### config.mk
export PLATFORM = sky130hd
export DESIGN_NAME = key_debounce_autorepeat_core
export DESIGN_NICKNAME = d
export VERILOG_FILES = /design/src/kda_pkg.sv /design/src/key_debounce_autorepeat_core.sv /design/src/kda_cfg.sv /design/src/kda_step.sv /design/src/kda_outbuf.sv
export SDC_FILE = /design/constraint.sdc
export NUM_CORES = 1
export LEC_CHECK = 0
export ABC_CLOCK_PERIOD_IN_PS = 7450
export BUFFER_PORTS_ARGS = -buffer_cell sky130_fd_sc_hd__buf_2
export CAP_MARGIN = 20
export CORE_MARGIN = 1.5
export CORE_UTILIZATION = 36
export CTS_CLUSTER_DIAMETER = 40
export DETAILED_ROUTE_END_ITERATION = 10
export PLACE_DENSITY = 0.54
export SLEW_MARGIN = 20
export SYNTH_ARGS = -nofsm -noshare
export SYNTH_HDL_FRONTEND = slang
export SYNTH_HIERARCHICAL = 1
export SYNTH_SLANG_ARGS = --single-unit
### constraint.sdc
create_clock -name clk -period 7.45 [get_ports clk]
set_input_delay 1.1175 -clock clk [delete_from_list [all_inputs] [get_ports clk]]
set_output_delay 1.1175 -clock clk [all_outputs]
set_load 0.01 [all_outputs]
### src/kda_pkg.sv
`timescale 1ns / 1ps
// Shared types and constants for the key debounce / autorepeat core.
// No dependencies.
package kda_pkg;

  localparam int COUNTER_BITS_DEF = 16;
  localparam int CFG_W            = 16;
  localparam int CFG_IDX_W        = 2;
  localparam int IN_TDATA_W       = 8;
  localparam int OUT_TDATA_W      = 8;

  localparam logic [CFG_W-1:0] PERIOD_DEF   = 16'd20;
  localparam logic [CFG_W-1:0] DELAY_DEF    = 16'd150;
  localparam logic [CFG_W-1:0] DEBOUNCE_DEF = 16'd15;
  localparam logic [CFG_W-1:0] CONFIRM_DEF  = 16'd5;

  typedef enum logic [CFG_IDX_W-1:0] {
    REG_PERIOD   = 2'd0,
    REG_DELAY    = 2'd1,
    REG_DEBOUNCE = 2'd2,
    REG_CONFIRM  = 2'd3
  } reg_idx_t;

  typedef enum logic [2:0] {
    PH_IDLE      = 3'd0,
    PH_DEBOUNCE  = 3'd1,
    PH_CONFIRMED = 3'd2,
    PH_WAITREP   = 3'd3,
    PH_REPEAT    = 3'd4
  } phase_t;

  typedef struct packed {
    logic [CFG_W-1:0] repeat_period;
    logic [CFG_W-1:0] repeat_delay;
    logic [CFG_W-1:0] debounce_ticks;
    logic [CFG_W-1:0] confirm_ticks;
  } cfg_t;

  typedef struct packed {
    logic [2:0] key_phase;
    logic       repeat_event;
    logic       push_event;
  } res_t;

endpackage

### src/key_debounce_autorepeat_core.sv
`timescale 1ns / 1ps
// Key debounce with autorepeat, stream in / stream out, one result per request.
// Result valid at the output register in the cycle after request accept.
// Throughput: 1 request per cycle; in_tready drops only while a result waits
// and out_tready is low. Synchronous active-low reset: phase idle, counter zero,
// output empty, registers 20 / 150 / 15 / 5. Depends on kda_pkg and submodules.
module key_debounce_autorepeat_core #(
  parameter int COUNTER_BITS = kda_pkg::COUNTER_BITS_DEF
) (
  input  logic                            clk,
  input  logic                            rst_n,
  input  logic                            in_tvalid,
  output logic                            in_tready,
  input  logic [kda_pkg::IN_TDATA_W-1:0]  in_tdata,   // [0] pin_level
  output logic                            out_tvalid,
  input  logic                            out_tready,
  output logic [kda_pkg::OUT_TDATA_W-1:0] out_tdata,  // [0] push_event, [1] repeat_event,
                                                      // [4:2] key_phase
  input  logic                            cfg_we,
  input  logic [kda_pkg::CFG_IDX_W-1:0]   cfg_index,
  input  logic [kda_pkg::CFG_W-1:0]       cfg_wdata
);

  kda_pkg::cfg_t cfg;
  kda_pkg::res_t step_res, buf_res;
  logic          accept, can_load;

  assign in_tready = can_load;
  assign accept    = in_tvalid && can_load;

  kda_cfg u_cfg (
    .clk       (clk),
    .rst_n     (rst_n),
    .cfg_we    (cfg_we),
    .cfg_index (cfg_index),
    .cfg_wdata (cfg_wdata),
    .cfg_o     (cfg)
  );

  kda_step #(.COUNTER_BITS(COUNTER_BITS)) u_step (
    .clk       (clk),
    .rst_n     (rst_n),
    .step_en   (accept),
    .pin_level (in_tdata[0]),
    .cfg_i     (cfg),
    .res_o     (step_res)
  );

  kda_outbuf u_outbuf (
    .clk        (clk),
    .rst_n      (rst_n),
    .load       (accept),
    .res_i      (step_res),
    .can_load   (can_load),
    .out_tvalid (out_tvalid),
    .out_tready (out_tready),
    .res_o      (buf_res)
  );

  assign out_tdata = {3'b000, buf_res};

endmodule

### src/kda_cfg.sv
`timescale 1ns / 1ps
// Configuration register bank: four 16-bit registers, write only.
// Depends on kda_pkg.
module kda_cfg (
  input  logic                          clk,
  input  logic                          rst_n,
  input  logic                          cfg_we,
  input  logic [kda_pkg::CFG_IDX_W-1:0] cfg_index,
  input  logic [kda_pkg::CFG_W-1:0]     cfg_wdata,
  output kda_pkg::cfg_t                 cfg_o
);

  kda_pkg::cfg_t cfg_r;
  kda_pkg::cfg_t cfg_nxt;

  always_comb begin
    cfg_nxt = cfg_r;
    if (cfg_we) begin
      unique case (kda_pkg::reg_idx_t'(cfg_index))
        kda_pkg::REG_PERIOD:   cfg_nxt.repeat_period  = cfg_wdata;
        kda_pkg::REG_DELAY:    cfg_nxt.repeat_delay   = cfg_wdata;
        kda_pkg::REG_DEBOUNCE: cfg_nxt.debounce_ticks = cfg_wdata;
        kda_pkg::REG_CONFIRM:  cfg_nxt.confirm_ticks  = cfg_wdata;
        default:               cfg_nxt = cfg_r;
      endcase
    end
  end

  always_ff @(posedge clk) begin
    if (!rst_n) begin
      cfg_r.repeat_period  <= kda_pkg::PERIOD_DEF;
      cfg_r.repeat_delay   <= kda_pkg::DELAY_DEF;
      cfg_r.debounce_ticks <= kda_pkg::DEBOUNCE_DEF;
      cfg_r.confirm_ticks  <= kda_pkg::CONFIRM_DEF;
    end else begin
      cfg_r <= cfg_nxt;
    end
  end

  assign cfg_o = cfg_r;

endmodule

### src/kda_step.sv
`timescale 1ns / 1ps
// Phase machine and shared down-counter; one step per accepted request.
// Depends on kda_pkg.
module kda_step #(
  parameter int COUNTER_BITS = kda_pkg::COUNTER_BITS_DEF
) (
  input  logic          clk,
  input  logic          rst_n,
  input  logic          step_en,
  input  logic          pin_level,
  input  kda_pkg::cfg_t cfg_i,
  output kda_pkg::res_t res_o
);

  localparam logic [31:0] CNT_MAX = 32'((64'd1 << COUNTER_BITS) - 64'd1);

  function automatic logic [COUNTER_BITS-1:0] clamp_load(
    input logic [kda_pkg::CFG_W-1:0] v
  );
    logic [31:0] ext;
    ext = 32'(v);
    if (ext > CNT_MAX) return CNT_MAX[COUNTER_BITS-1:0];
    else return ext[COUNTER_BITS-1:0];
  endfunction

  kda_pkg::phase_t         phase_r, phase_nxt, phase_a;
  logic [COUNTER_BITS-1:0] cnt_r, cnt_nxt, cnt_a;
  logic                    pressed, zero, push, rep;
  logic [kda_pkg::CFG_W-1:0] period, delay;

  assign pressed = ~pin_level;
  assign zero    = (cnt_r == '0);
  assign period  = (cfg_i.repeat_period == '0) ? kda_pkg::PERIOD_DEF : cfg_i.repeat_period;
  assign delay   = (cfg_i.repeat_delay == '0) ? kda_pkg::DELAY_DEF : cfg_i.repeat_delay;

  // next state
  always_comb begin
    phase_a = phase_r;
    cnt_a   = cnt_r;
    push    = 1'b0;
    rep     = 1'b0;
    priority if (pressed && phase_r == kda_pkg::PH_IDLE) begin
      phase_a = kda_pkg::PH_DEBOUNCE;
      cnt_a   = clamp_load(cfg_i.debounce_ticks);
    end else if (phase_r != kda_pkg::PH_IDLE) begin
      priority if (pressed && phase_r == kda_pkg::PH_DEBOUNCE && zero) begin
        phase_a = kda_pkg::PH_CONFIRMED;
        cnt_a   = clamp_load(cfg_i.confirm_ticks);
      end else if (!pressed && (phase_r == kda_pkg::PH_CONFIRMED ||
                                phase_r == kda_pkg::PH_WAITREP)) begin
        push    = 1'b1;
        phase_a = kda_pkg::PH_IDLE;
      end else if (pressed && phase_r == kda_pkg::PH_CONFIRMED && zero) begin
        phase_a = kda_pkg::PH_WAITREP;
        cnt_a   = clamp_load(delay);
      end else if (pressed && phase_r == kda_pkg::PH_WAITREP && zero) begin
        phase_a = kda_pkg::PH_REPEAT;
      end else if (pressed && phase_r == kda_pkg::PH_REPEAT && zero) begin
        cnt_a = clamp_load(period);
        rep   = 1'b1;
      end else begin
        phase_a = phase_r;
      end
    end else begin
      phase_a = kda_pkg::PH_IDLE;
    end
    phase_nxt = phase_a;
    if (!pressed && (3'(phase_a) >= 3'(kda_pkg::PH_WAITREP))) begin
      phase_nxt = kda_pkg::PH_IDLE;
    end
    cnt_nxt = (cnt_a != '0) ? cnt_a - COUNTER_BITS'(1) : '0;
  end

  // outputs
  always_comb begin
    res_o.push_event   = push;
    res_o.repeat_event = rep;
    res_o.key_phase    = 3'(phase_nxt);
  end

  always_ff @(posedge clk) begin
    if (!rst_n) begin
      phase_r <= kda_pkg::PH_IDLE;
      cnt_r   <= '0;
    end else if (step_en) begin
      phase_r <= phase_nxt;
      cnt_r   <= cnt_nxt;
    end
  end

  a_rep_only_repeating: assert property (@(posedge clk) disable iff (!rst_n)
    step_en && rep |-> phase_r == kda_pkg::PH_REPEAT)
    else $error("repeat event outside repeating phase");

  a_push_src: assert property (@(posedge clk) disable iff (!rst_n)
    step_en && push |-> (phase_r == kda_pkg::PH_CONFIRMED || phase_r == kda_pkg::PH_WAITREP))
    else $error("push event from wrong phase");

  a_release_idle: assert property (@(posedge clk) disable iff (!rst_n)
    step_en && pin_level &&
    (phase_r == kda_pkg::PH_WAITREP || phase_r == kda_pkg::PH_REPEAT)
    |=> phase_r == kda_pkg::PH_IDLE)
    else $error("release did not return to idle");

  a_hold_state: assert property (@(posedge clk) disable iff (!rst_n)
    !step_en |=> $stable(phase_r) && $stable(cnt_r))
    else $error("state moved without a request");

endmodule

### src/kda_outbuf.sv
`timescale 1ns / 1ps
// Result register between the step logic and the output stream.
// Depends on kda_pkg.
module kda_outbuf (
  input  logic          clk,
  input  logic          rst_n,
  input  logic          load,
  input  kda_pkg::res_t res_i,
  output logic          can_load,
  output logic          out_tvalid,
  input  logic          out_tready,
  output kda_pkg::res_t res_o
);

  logic          valid_r, valid_nxt;
  kda_pkg::res_t data_r;

  assign can_load  = !valid_r || out_tready;
  assign valid_nxt = load || (valid_r && !out_tready);

  always_ff @(posedge clk) begin
    if (!rst_n) valid_r <= 1'b0;
    else        valid_r <= valid_nxt;
  end

  always_ff @(posedge clk) begin
    if (load) data_r <= res_i;
  end

  assign out_tvalid = valid_r;
  assign res_o      = data_r;

endmodule

## Word-level counts from Yosys, hierarchy flattened

Index checks and enable logic that the tools add are counted.
Widths: inputs -> output; s select.

| storage, ports and cells | value |
|---|---|
| bits in registers | 89 |
| bits of input ports | 31 |
| output and inout port bits | 10 |
| logic and storage cells | 71 |

| operators by class | value |
|---|---|
| add/sub/neg operators | 1 |
| order comparisons | 1 |
| equal/unequal tests | 7 |
| multiplexer cells | 19 |
| bitwise logic cells | 2 |
| reduce and logical (&&, ||, !) cells | 31 |

Operators by type and width:

| cell | count |
|---|---|
| $mux 16 | 10 |
| $logic_not 16->1 | 3 |
| $mux 3 | 7 |
| $reduce_bool 16->1 | 1 |
| $sub 16x1->16 const B | 1 |
| $logic_and 1x1->1 | 13 |
| $reduce_and 2->1 | 4 |
| $eq 3x2->1 const B | 2 |
| $reduce_or 6->1 | 1 |
| $eq 2x2->1 const B | 2 |
| $eq 3x1->1 const B | 1 |
| $eq 3x3->1 const B | 1 |
| $ge 3x2->1 const B | 1 |
| $logic_not 3->1 | 1 |
| $logic_or 1x1->1 | 3 |
| $reduce_bool 3->1 | 1 |
| $reduce_or 3->1 | 1 |
| $eq 2x1->1 const B | 1 |
| $logic_not 1->1 | 2 |
| $logic_not 2->1 | 1 |
| $mux 1 | 2 |
| $not 1->1 | 2 |

## Logic depth before layout (Yosys ltp)

| depth | value |
|---|---|
| depth after elaboration | 12 |
| gate-level depth with buffers | 12 |
| mapped depth without buffers | 9 |

## By module

The synthesis kept the hierarchy.

Modules (own cells, without submodules):

| module | instances | cells an instance | area an instance (um^2) | sequential area each (um^2) |
|---|---|---|---|---|
| kda_cfg | 1 | 236 | 2439.8 | 1281.2 |
| kda_step | 1 | 292 | 2198.4 | 380.4 |
| kda_outbuf | 1 | 9 | 198.9 | 170.2 |
| key_debounce_autorepeat_core | 1 | 5 | 32.5 | 0.0 |

## Worst setup path before layout

Ideal clock, no wire load.

| timing path | value |
|---|---|
| path kind | input port to flip-flop |
| start | in in_tdata[0] in the netlist's numbering |
| end | reg u_step.cnt_r[0] |
| library setup time | 0.117 ns |
| data arrival time | 3.387 ns |
| required time | 7.333 ns |
| path slack | 3.946 ns |
| stages | 10 |
| path buffers | 2 |
| cell sequence | buf_1 > clkbuf_1 > mux2i_1 > nand2_1 > o221ai_1 > ha_1 > o21a_1 > nand3_1 > or3_1 > a32o_1 |

| on the way | value |
|---|---|
| longest elaborated chain between the ends | 12 |
| elaborated cells on any way between the ends | 21 |
| those cells by class | add/sub: 1; mux: 8; bitwise: 1; reduce/logical: 11 |

RTL lines:

| what | line | text |
|---|---|---|
| from (decl) | key_debounce_autorepeat_core.sv:14 | `input logic [kda_pkg::IN_TDATA_W-1:0] in_tdata,` |
| $not 1->1 | kda_step.sv:31 | `assign pressed = ~pin_level;` |
| $logic_and 1x1->1 (2 in a row) | kda_step.sv:58 | `end else if (pressed && phase_r == kda_pkg::PH_REPEAT && zero) begin` |
| $mux 16 | kda_step.sv:58 |  |
| $mux 16 | kda_step.sv:56 | `end else if (pressed && phase_r == kda_pkg::PH_WAITREP && zero) begin` |
| $mux 16 | kda_step.sv:53 | `end else if (pressed && phase_r == kda_pkg::PH_CONFIRMED && zero) begin` |
| $mux 16 | kda_step.sv:49 | `end else if (!pressed && (phase_r == kda_pkg::PH_CONFIRMED \|\|` |
| $mux 16 | kda_step.sv:46 | `priority if (pressed && phase_r == kda_pkg::PH_DEBOUNCE && zero) begin` |
| $mux 16 | kda_step.sv:45 | `end else if (phase_r != kda_pkg::PH_IDLE) begin` |
| $mux 16 * | kda_step.sv:42 | `priority if (pressed && phase_r == kda_pkg::PH_IDLE) begin` |
| $sub 16x1->16 / $reduce_bool 16->1 (equally long branches) | kda_step.sv:71 | `cnt_nxt = (cnt_a != '0) ? cnt_a - COUNTER_BITS'(1) : '0;` |
| $mux 16 * | kda_step.sv:71 |  |
| to (signal assigned) | kda_step.sv:87 | `cnt_r <= cnt_nxt;` |
| to (decl) | kda_step.sv:27 | `logic [COUNTER_BITS-1:0] cnt_r, cnt_nxt, cnt_a;` |

Mark *: on every way between the ends. The rest lies on a longest branch, timed or not.
A chain may end at the register's enable or synchronous reset.

## Final worst setup path

| timing path | value |
|---|---|
| start | in in_tdata[0] in the netlist's numbering |
| end | reg u_step.cnt_r[3] |

Same word-level chain as after synthesis.

==> Implementation_results.wiki <==
{| class="wikitable"
! Metric !! Value
|-
| Startpoint of the most critical hold path || u_cfg/cfg_o[15]$_SDFFE_PN0P_
|-
| Logic gate share of total power || 19.4%
|-
| Post-Route Skew || 0.00435 ns
|-
| Number of sinks on the clock net || 89
|-
| Largest family of logic cells by synthesized area || simple AND/OR/NAND/NOR gates
|-
| Fmax || 0.209 GHz
|-
| Time the worst path needs with I/O delays and setup || 4.78 ns
|-
| Synth Register Bits || 89
|-
| Share of total power consumed by net switching || 30.9%
|-
| Post-Synth Simple-Gate Area || 24.2%
|-
| Setup slack at placement || 2.41 ns
|-
| Number of diodes added for antenna fixing || 0
|-
| Worst hold path class || reg -> reg
|-
| Total overflow reported by the global router || 0
|-
| Number of vias per cell || 5.74
|-
| Signed area change from the synthesized netlist to the final layout || 9.61%
|-
| Antenna violations before repair || 0
|-
| Initial cell density of the core || 36.8%
|-
| Number of enable-type register cells in the synthesized netlist || 5
|-
| CTS buffer count || 9
|-
| Power Dens Cells || 226 nW/um2
|-
| Share of flip-flops with an asynchronous set or reset || 0%
|-
| Top FF cell, synth || sky130_fd_sc_hd__dfxtp_1
|-
| Type of element launching the critical path || input pin
|-
| Clock buffer depth || 2
|-
| Register area share after synthesis || 37.6%
|-
| Final net count || 580
|-
| Final Cycle Share || 64.2%
|-
| Fraction of final layout cells with drive strength greater than 1 || 14.1%
|-
| Total number of placement rows || 42
|-
| Reg2reg end || u_step/cnt_r[3]$_SDFFE_PN0P_
|-
| Net load switching power || 372 uW
|-
| Unique cell type count in the Yosys netlist || 76
|-
| Register-to-Register Path Depth || 9
|-
| Total chip power || 1210 uW
|-
| Global placer's final weighted congestion || 0.903
|-
| Gate count of the mapped netlist || 542
|-
| Worst relative slew slack || 32.9%
|-
| Post-CTS repair timing setup buffer count || 0
|-
| Total half-perimeter wirelength after legalization and detailed placement || 9.91 mm
|-
| Number of placed instances with taps included || 713
|-
| Number of failing hold endpoints at the final stage || 0
|-
| Number of resized instances in the post-cts repair step || 0
|-
| Part of the power in registers || 43.8%
|-
| Post-cts hold buffer count || 0
|-
| Total die area || 14200 um2
|-
| Die boundary width || 119 um
|-
| Utilization after layout || 40.3%
|-
| End point of the critical path || u_step/cnt_r[3]$_SDFFE_PN0P_
|-
| Peak supply drop || 118 uV
|-
| Fin Setup TNS || 0 ns
|-
| Worst reg2reg setup slack || 3.09 ns
|-
| Number of top-level pins || 41
|-
| Count of buffers inserted at the top-level ports || 30
|-
| Critical Path Source || in_tdata[0]
|-
| Residual DRC || 0
|-
| Most common cell after layout, fill and taps aside || sky130_fd_sc_hd__nand2_1
|-
| Insertion delay to the later sink of the worst-skew pair || 0.34 ns
|-
| Maximum net fanout on the critical path || 22
|-
| Result of the run || completed
|-
| Multiplexer area fraction after synthesis || 15.7%
|-
| Final WL || 14.0 mm
|-
| Post-synthesis compound-gate area fraction || 14.5%
|-
| Synth Area in Adders || 0.462%
|-
| Final max-slew violation count || 0
|-
| Count of non-filler cells in the finished layout || 729
|-
| Detailed-route via count || 4188
|-
| Required arrival time at the worst endpoint || 7.63 ns
|-
| Worst Setup End Kind || register
|-
| Post-Synthesis Cell Area || 4870 um2
|-
| Worst Setup Path Type || in -> reg
|-
| FF-to-FF Start || u_step/phase_r[0]$_SDFFE_PN0P_
|-
| Static Leakage || 0.00215 uW
|-
| Count of antenna-violating nets left after detailed routing || 0
|-
| Clock slew seen by the registers of the worst setup and hold paths || 0.06 ns
|-
| Internal power || 833 uW
|-
| Max-capacitance violation count || 0
|-
| Final routed wire length divided by cell count || 19.1 um
|-
| Fin worst setup slack || 2.67 ns
|-
| Proportion of power drawn by the clock network || 36.7%
|-
| Count of TritonRoute iterations in the first routing pass || 5
|-
| Detailed router's first-iteration violation count || 383
|-
| CTS tree || built
|-
| Synthesis Warnings || 6
|-
| Die height || 119 um
|-
| Largest net degree at the start of global routing || 86
|-
| Root Buffer || sky130_fd_sc_hd__clkbuf_16
|-
| Final setup violating endpoints || 0
|-
| Gr usage total || 20.5%
|-
| Leading cell types in the layout, fill and taps excluded || sky130_fd_sc_hd__nand2_1, sky130_fd_sc_hd__dfxtp_1, sky130_fd_sc_hd__mux2i_1
|-
| CTS H-tree lvls || 3
|-
| Average cell area after synthesis || 8.98 um2
|-
| Global-route wire length before repair || 22.6 mm
|-
| Synthesized-area fraction occupied by xor and xnor cells || 1.98%
|-
| Data arrival time of the critical path || 4.96 ns
|-
| Vias in the first global route || 4084
|-
| CORE AREA || 13200 um2
|-
| Unrepaired setup endpoints after global routing || false
|-
| Slew at the pin with the worst max-slew slack || 1.00 ns
|}
==> stage by stage <==
| step | instance area, um2 | hold WS, ns |
|---|---|---|
| after floorplan | 4880 | 0.434 |
| after global placement | 5050 | 0.448 |
| after detailed placement | 5050 | 0.454 |
| after CTS | 5340 | 0.462 |
| after global routing | 5340 | 0.477 |
| final | 5340 | 0.456 |
==> cells in the mapped netlist, types with 3 or more instances <==
master / n / area share (%)
sky130_fd_sc_hd__nand3_1: 4 / 0.41
sky130_fd_sc_hd__clkbuf_1: 14 / 1.1
sky130_fd_sc_hd__nor4_2: 4 / 1.0
sky130_fd_sc_hd__o31ai_1: 6 / 0.92
sky130_fd_sc_hd__or3_1: 7 / 0.90
sky130_fd_sc_hd__buf_4: 14 / 2.2
sky130_fd_sc_hd__o22ai_2: 3 / 0.77
sky130_fd_sc_hd__xor2_1: 4 / 0.72
sky130_fd_sc_hd__a31oi_1: 9 / 1.2
sky130_fd_sc_hd__nand2_1: 101 / 7.8
sky130_fd_sc_hd__a21o_1: 3 / 0.46
sky130_fd_sc_hd__nor2b_1: 17 / 2.2
sky130_fd_sc_hd__edfxtp_1: 5 / 3.1
sky130_fd_sc_hd__nor3_1: 9 / 0.92
sky130_fd_sc_hd__nand4_1: 6 / 0.77
sky130_fd_sc_hd__o211ai_1: 3 / 0.46
sky130_fd_sc_hd__a211oi_1: 5 / 0.77
sky130_fd_sc_hd__o21ai_1: 9 / 0.92
sky130_fd_sc_hd__inv_1: 8 / 0.62
sky130_fd_sc_hd__a21oi_1: 9 / 0.92
sky130_fd_sc_hd__o31a_1: 3 / 0.54
sky130_fd_sc_hd__o221ai_1: 4 / 0.72
sky130_fd_sc_hd__or2_2: 4 / 0.51
sky130_fd_sc_hd__buf_2: 11 / 1.1
sky130_fd_sc_hd__a22oi_1: 3 / 0.46
sky130_fd_sc_hd__mux2i_1: 73 / 15
sky130_fd_sc_hd__and3_1: 3 / 0.39
sky130_fd_sc_hd__mux2_2: 3 / 0.69
sky130_fd_sc_hd__xnor2_1: 7 / 1.3
sky130_fd_sc_hd__dfxtp_1: 84 / 35
sky130_fd_sc_hd__and4_1: 3 / 0.54
sky130_fd_sc_hd__a41o_1: 4 / 0.82
sky130_fd_sc_hd__nor2_1: 22 / 1.7
sky130_fd_sc_hd__o21ai_0: 7 / 0.72
sky130_fd_sc_hd__nor4_1: 12 / 1.5
sky130_fd_sc_hd__nand3b_1: 5 / 0.77
==> state kept, by name, summed over array words and instances (netlist names) <==
register,flops
u_step/phase_r,3
u_step/cnt_r,16
u_cfg/cfg_o,64
u_outbuf/out_tvalid,1
u_outbuf/res_o,5
==> layout make-up <==
cell class	instances	area [um2]
tap	176	220
multi-input combinational	405	2780
timing repair buffer	35	188
clock inverter	5	38.8
fill	1350	7910
inverter	8	30.0
clock buffer	11	253
sequential	89	1830
==> cell families (layout without fill, tap and decap cells) <==
group | Yosys count | after routing
simple gates | 220 | 220
fa+ha+maj | 2 | 2
compound gates | 93 | 93
other cells | 1 | 3
xor+xnor | 11 | 11
flops | 89 | 89
mux | 76 | 76
buf+inv | 50 | 59
==> power groups by stage <==
stage / Combinational [uW] / Clock [uW] / Sequential [uW]
final: 234 / 443 / 528
after global routing: 257 / 473 / 530
after floorplan: 180 / 0 / 528
after CTS: 231 / 453 / 527
after detailed placement: 229 / 0 / 538
after global placement: 226 / 0 / 538
==> per-layer routing <==
layer  vias up  wire length [um]  track usage [%]
met3        18               865             3.93
met1      2027              6630             28.8
met2       162              6260             31.7
met4         0               201             6.55
li1       1981                 -                -
met5         -                 0                0
==> worst min path at each step <==
| stage | to | depth (start not counted) |
|---|---|---|
| floorplan | u_cfg/cfg_o[15]$_SDFFE_PN0P_ | 2 |
| global placement | u_cfg/cfg_o[15]$_SDFFE_PN0P_ | 2 |
| detailed placement | u_cfg/cfg_o[15]$_SDFFE_PN0P_ | 2 |
| CTS | u_cfg/cfg_o[15]$_SDFFE_PN0P_ | 2 |
| global route | u_cfg/cfg_o[12]$_SDFFE_PN0P_ | 2 |
| finish | u_cfg/cfg_o[15]$_SDFFE_PN0P_ | 2 |
==> worst max-delay path, cell delays in order <==
cell and delay [ns]:
sky130_fd_sc_hd__buf_2 0.30, sky130_fd_sc_hd__nor4_2 0.30, sky130_fd_sc_hd__and3_1 0.69, sky130_fd_sc_hd__nand2_2 0.34, sky130_fd_sc_hd__o221ai_1 0.35, sky130_fd_sc_hd__ha_1 0.26, sky130_fd_sc_hd__o21a_1 0.28, sky130_fd_sc_hd__nand3_1 0.20
sky130_fd_sc_hd__o31ai_2 0.89, sky130_fd_sc_hd__o21ai_0 0.22
No activity file was read; power rests on OpenSTA's default activity.
